===== config.mk =====
export PLATFORM = sky130hd
export DESIGN_NAME = sfla_divider
export DESIGN_NICKNAME = d
export VERILOG_FILES = /design/src/sfla_pkg.sv /design/src/sfla_divider.sv
export SDC_FILE = /design/constraint.sdc
export NUM_CORES = 1
export LEC_CHECK = 0
export BUFFER_PORTS_ARGS = -buffer_cell sky130_fd_sc_hd__buf_2
export CORE_ASPECT_RATIO = 0.7
export CORE_MARGIN = 2
export CORE_UTILIZATION = 45
export DETAILED_ROUTE_END_ITERATION = 12
export HOLD_SLACK_MARGIN = 0.02
export PLACE_DENSITY = 0.67
export SYNTH_ARGS = -nofsm -noshare
export SYNTH_HDL_FRONTEND = slang
export SYNTH_SLANG_ARGS = --single-unit

===== constraint.sdc =====
create_clock -name clk -period 6.17 [get_ports clk]
set_input_delay 0.9255 -clock clk [delete_from_list [all_inputs] [get_ports clk]]
set_output_delay 0.9255 -clock clk [all_outputs]
set_load 0.05 [all_outputs]

===== src/sfla_pkg.sv =====
package sfla_pkg;

  // fixed field widths
  localparam int OFS_W     = 26;
  localparam int BYTES_W   = 17;
  localparam int CFG_W     = 11;
  localparam int OP_W      = 2;
  localparam int CFG_IDX_W = 2;
  localparam int PROD_W    = 2 * CFG_W;
  localparam int END_W     = PROD_W + 1;

  // default link store depth
  localparam int DEF_TOTAL_SLOTS = 1024;

  // register reset values
  localparam logic [CFG_W-1:0]   RST_SLOTS_PER_BLOCK = CFG_W'(16);
  localparam logic [BYTES_W-1:0] RST_SLOT_BYTES      = BYTES_W'(64);
  localparam logic [CFG_W-1:0]   RST_MAX_BLOCKS      = CFG_W'(64);

  // register indexes
  localparam logic [CFG_IDX_W-1:0] REG_SLOTS_PER_BLOCK = 2'd0;
  localparam logic [CFG_IDX_W-1:0] REG_SLOT_BYTES      = 2'd1;
  localparam logic [CFG_IDX_W-1:0] REG_MAX_BLOCKS      = 2'd2;

  // operation codes
  typedef enum logic [OP_W-1:0] {
    OP_ALLOC    = 2'd0,
    OP_FREE     = 2'd1,
    OP_FREE_ALL = 2'd2
  } op_t;

  // sequencer states
  typedef enum logic [3:0] {
    S_IDLE,
    S_PREP,
    S_ALLOC,
    S_LINK,
    S_POP_RD,
    S_POP_WB,
    S_DIV,
    S_FREE,
    S_FALL,
    S_DONE
  } state_t;

endpackage


===== src/sfla_divider.sv =====
module sfla_divider import sfla_pkg::*; (
  input  logic               clk,
  input  logic               rst,
  input  logic               start,
  input  logic [OFS_W-1:0]   dividend,
  input  logic [BYTES_W-1:0] divisor,
  output logic               busy,
  output logic               done,
  output logic [OFS_W-1:0]   quotient
);

  localparam int STEP_W = $clog2(OFS_W);

  logic [BYTES_W-1:0] rem;
  logic [BYTES_W-1:0] dvs;
  logic [OFS_W-1:0]   quo;
  logic [STEP_W-1:0]  step;
  logic [BYTES_W:0]   trial;
  logic               fits;

  // one restoring step: shift in next dividend bit, subtract if it fits
  assign trial = {rem, quo[OFS_W-1]};
  assign fits  = trial >= {1'b0, dvs};

  // control
  always_ff @(posedge clk) begin
    if (rst) begin
      busy <= 1'b0;
      done <= 1'b0;
      step <= '0;
    end else begin
      done <= 1'b0;
      if (start) begin
        busy <= 1'b1;
        step <= '0;
      end else if (busy) begin
        step <= step + STEP_W'(1);
        if (step == STEP_W'(OFS_W - 1)) begin
          busy <= 1'b0;
          done <= 1'b1;
        end
      end
    end
  end

  // datapath
  always_ff @(posedge clk) begin
    if (start) begin
      rem <= '0;
      dvs <= divisor;
      quo <= dividend;
    end else if (busy) begin
      if (fits) begin
        rem <= BYTES_W'(trial - {1'b0, dvs});
      end else begin
        rem <= trial[BYTES_W-1:0];
      end
      quo <= {quo[OFS_W-2:0], fits};
    end
  end

  assign quotient = quo;

  // partial remainder stays below the divisor
  a_rem_below: assert property (@(posedge clk) disable iff (rst)
    busy |-> rem < dvs) else $error("divider remainder out of range");

  // done follows a busy run
  a_done_after_busy: assert property (@(posedge clk) disable iff (rst)
    done |-> $past(busy) && !busy) else $error("divider done without run");

  a_start_busy: assert property (@(posedge clk) disable iff (rst)
    start |=> busy) else $error("divider did not start");

endmodule


==> flow_metrics.py <==
metrics = {
    "run_status": {
        "status": "finished, final reports clean",
    },
    "sta": {
        "setup_slack_ns": 3.28,
        "skew_ns": 0.00649,
        "holdWs_ns": 0.498,
        "max_freq_ghz": 0.346,
        "setup_viol": 0,
        "finalCritPeriodShare_pct": 46.8,
        "rsz0062_at_grt": "no",
        "setup_tns_ns": 0,
        "slew-limit-headroom_pct": 33.3,
        "report.final.slew_viol_count": 0,
        "final-hold-violation-count": 0,
        "worst_slew_pin_slew_ns": 0.999,
        "post-route-min-period_ns": 2.89,
    },
    "global_routing": {
        "grt_pass1_vias": 2676,
        "grt_max_degree": 61,
        "grt_pass1_wl_um": 13100,
        "antenna_found_initial": 0,
        "gr-total-overflow": 0,
        "grt.total_usage_pct": 18.7,
    },
    "routing": {
        "detail_route.wl_per_cell_um": 15.6,
        "ant_nets": 0,
        "viasPerCell": 5.48,
        "drt_iter0_markers": 204,
        "drc": 0,
        "wl_um": 7960,
        "dr_total_vias": 2795,
        "drtPass1Iterations": 5,
    },
    "pwr": {
        "total_power_mw": 1.37,
        "power_density_nw_per_um2": 310,
        "ir_drop_v": 0.000144,
        "leakagePower_nw": 1.86,
    },
    "finish": {
        "area.growth.synth_to_final_pct": 20.7,
        "layout_common_cells": "buf_2, edfxtp_1, mux2_2, nor2_1",
        "fin_area_um2": 4400,
        "final_common_cell": "buf_2",
        "final_nets": 470,
        "fillCellCount": 720,
        "n_antenna_cell": 0,
        "layout-drive-gt1-share_pct": 30.6,
    },
    "setup_path": {
        "r2r-end": "quotient[0]",
        "crit_fanout": 15,
        "r2r_cells": 10,
        "crit_required_ns": 6.25,
        "crit_end": "quotient[0]",
        "critPathKind": "reg -> reg",
        "end_kind": "flip-flop",
        "crit_path_start_kind": "flip-flop",
        "r2r_start": "quotient[25]",
        "critPathLaunch": "quotient[25]",
        "crit_arrival_ns": 2.97,
        "r2r_slack_ns": 3.28,
    },
    "synth": {
        "synth.area.top_cells": "edfxtp_1, dfxtp_1, mux2_2",
        "synth_area_per_cell_um2": 10.9,
        "synth_top_cell_by_area": "edfxtp_1",
        "syn_nets": 399,
        "synth-seq-area-share_pct": 48.6,
        "synth_edf_count": 43,
        "synthCells": 333,
        "async_reset_ff_share_pct": 0,
        "netlist.area_leader.share_pct": 35.4,
        "yosys_warnings": 0,
        "synth.distinct_cells": 52,
        "ys.flop_type": "edfxtp_1",
        "synthesis.area_um2": 3640,
        "yosys_register_bits": 67,
    },
    "clock_network": {
        "cts_max_level": 3,
        "clk_pin_slew_worst_paths_ns": 0.06,
        "clockBufferDepth": 2,
        "cts_root_buf": "clkbuf_16",
        "postCtsSetupBuffers": 0,
        "post_cts_resized": 0,
        "worst_skew_pair.late_latency_ns": 0.33,
        "numCtsBuffers": 9,
        "postCtsHoldBufs": 0,
        "cts_tree": "done",
        "clock-sinks": 67,
    },
    "placement": {
        "gp_congestion": 0.806,
        "dp_hpwl_um": 5690,
        "place_area_um2": 4070,
        "dp_slack_ns": 3.08,
        "io_buffers": 73,
    },
    "floorplan": {
        "die-width_um": 112,
        "boundaryPins": 74,
        "start_util_pct": 46.3,
        "rows": 27,
        "core_um2": 7870,
        "die_height_um": 79.3,
        "dieArea_um2": 8850,
    },
    "min_path": {
        "hp-class": "reg -> reg",
        "min_from": "rem[15]",
    },
    "job": {
        "drv_cap": 0,
    },
}
## kinds of logic after synthesis
| logic type | share of synthesized area, % |
|---|---|
| buffers and inverters | 4.87 |
| AO/OA/AOI/OAI | 13.5 |
| adder cells (fa/ha/maj) | 7.07 |
| XOR/XNOR | 3.84 |
| flip-flops | 48.6 |
| multiplexers | 10.5 |
| AND/OR/NAND/NOR | 11.5 |
## critical path: stages (launching register included)
cell,delay (ns)
edfxtp_1,0.40
inv_1,0.08
ha_1,0.15
inv_1,0.06
fa_1,0.40
a21o_1,0.23
a221o_1,0.36
a22oi_2,0.25
o311ai_2,0.16
buf_4,0.27
mux2_2,0.28
## synth_stat cells (2+ instances only)
| cell type | count |
|---|---|
| o21ai_0 | 8 |
| buf_6 | 3 |
| ha_1 | 19 |
| a211o_1 | 2 |
| a21oi_1 | 17 |
| edfxtp_1 | 43 |
| buf_1 | 3 |
| nor4_1 | 2 |
| nand2b_1 | 7 |
| nand3_1 | 7 |
| xnor2_1 | 9 |
| o31ai_1 | 3 |
| nor2_1 | 27 |
| a221oi_1 | 2 |
| mux2i_1 | 8 |
| a32oi_1 | 3 |
| mux2_2 | 27 |
| xor2_1 | 7 |
| nor3_1 | 4 |
| o311a_1 | 3 |
| nand4_1 | 5 |
| clkbuf_1 | 6 |
| a21o_1 | 3 |
| buf_2 | 4 |
| a211oi_1 | 12 |
| inv_1 | 24 |
| dfxtp_1 | 24 |
| nand4b_1 | 2 |
| nor4b_1 | 2 |
| o21ai_1 | 6 |
| nand2_1 | 20 |
## flip-flops by register name, summed over array words and instances (netlist names)
signal / flops
dvs: 17
rem: 17
step: 5
busy: 1
quotient: 26
done: 1
## through the flow
step / utilization (%) / instances
floorplan: - / 333
global placement: 51.7 / 494
detailed placement: 51.7 / 494
CTS: 55.9 / 510
global route: 55.9 / 510
finish: 55.9 / 510
## layer usage
metal  share of wire [%]  GRT usage, %  up-vias  wire (µm)
met5                   0             0        -          0
met4                 1.3          6.17        0        106
met3                 4.6          4.81       12        362
met2                  44          28.2       66       3540
met1                  50          26.5     1341       3950
li1                    -             -     1376          -
## area by class of cell
cell class	instances	area [µm²]	share of cell area, %
Sequential cell	67	1770	40.3
Tap cell	101	126	2.87
Timing Repair Buffer	76	388	8.82
Multi-Input combinational cell	226	1700	38.5
Clock buffer	10	239	5.43
Inverter	24	90.1	2.05
Clock inverter	6	87.6	1.99
## how the worst min path moves through the flow
stage / cells after the start / slack (ns) / endpoint
6_report: 2 / 0.50 / rem[15]
4_1_cts: 2 / 0.50 / rem[15]
5_1_grt: 2 / 0.52 / rem[15]
3_5_place_dp: 2 / 0.49 / rem[15]
2_1_floorplan: 2 / 0.45 / rem[2]
3_3_place_gp: 2 / 0.50 / rem[6]
## power by group
group	total [mW]	internal, mW	switching (mW)
Combinational	0.273	0.0962	0.177
Clock	0.554	0.365	0.189
Sequential	0.538	0.518	0.0198
Total	1.37	0.980	0.386
Power figures use the tool's default switching activity.
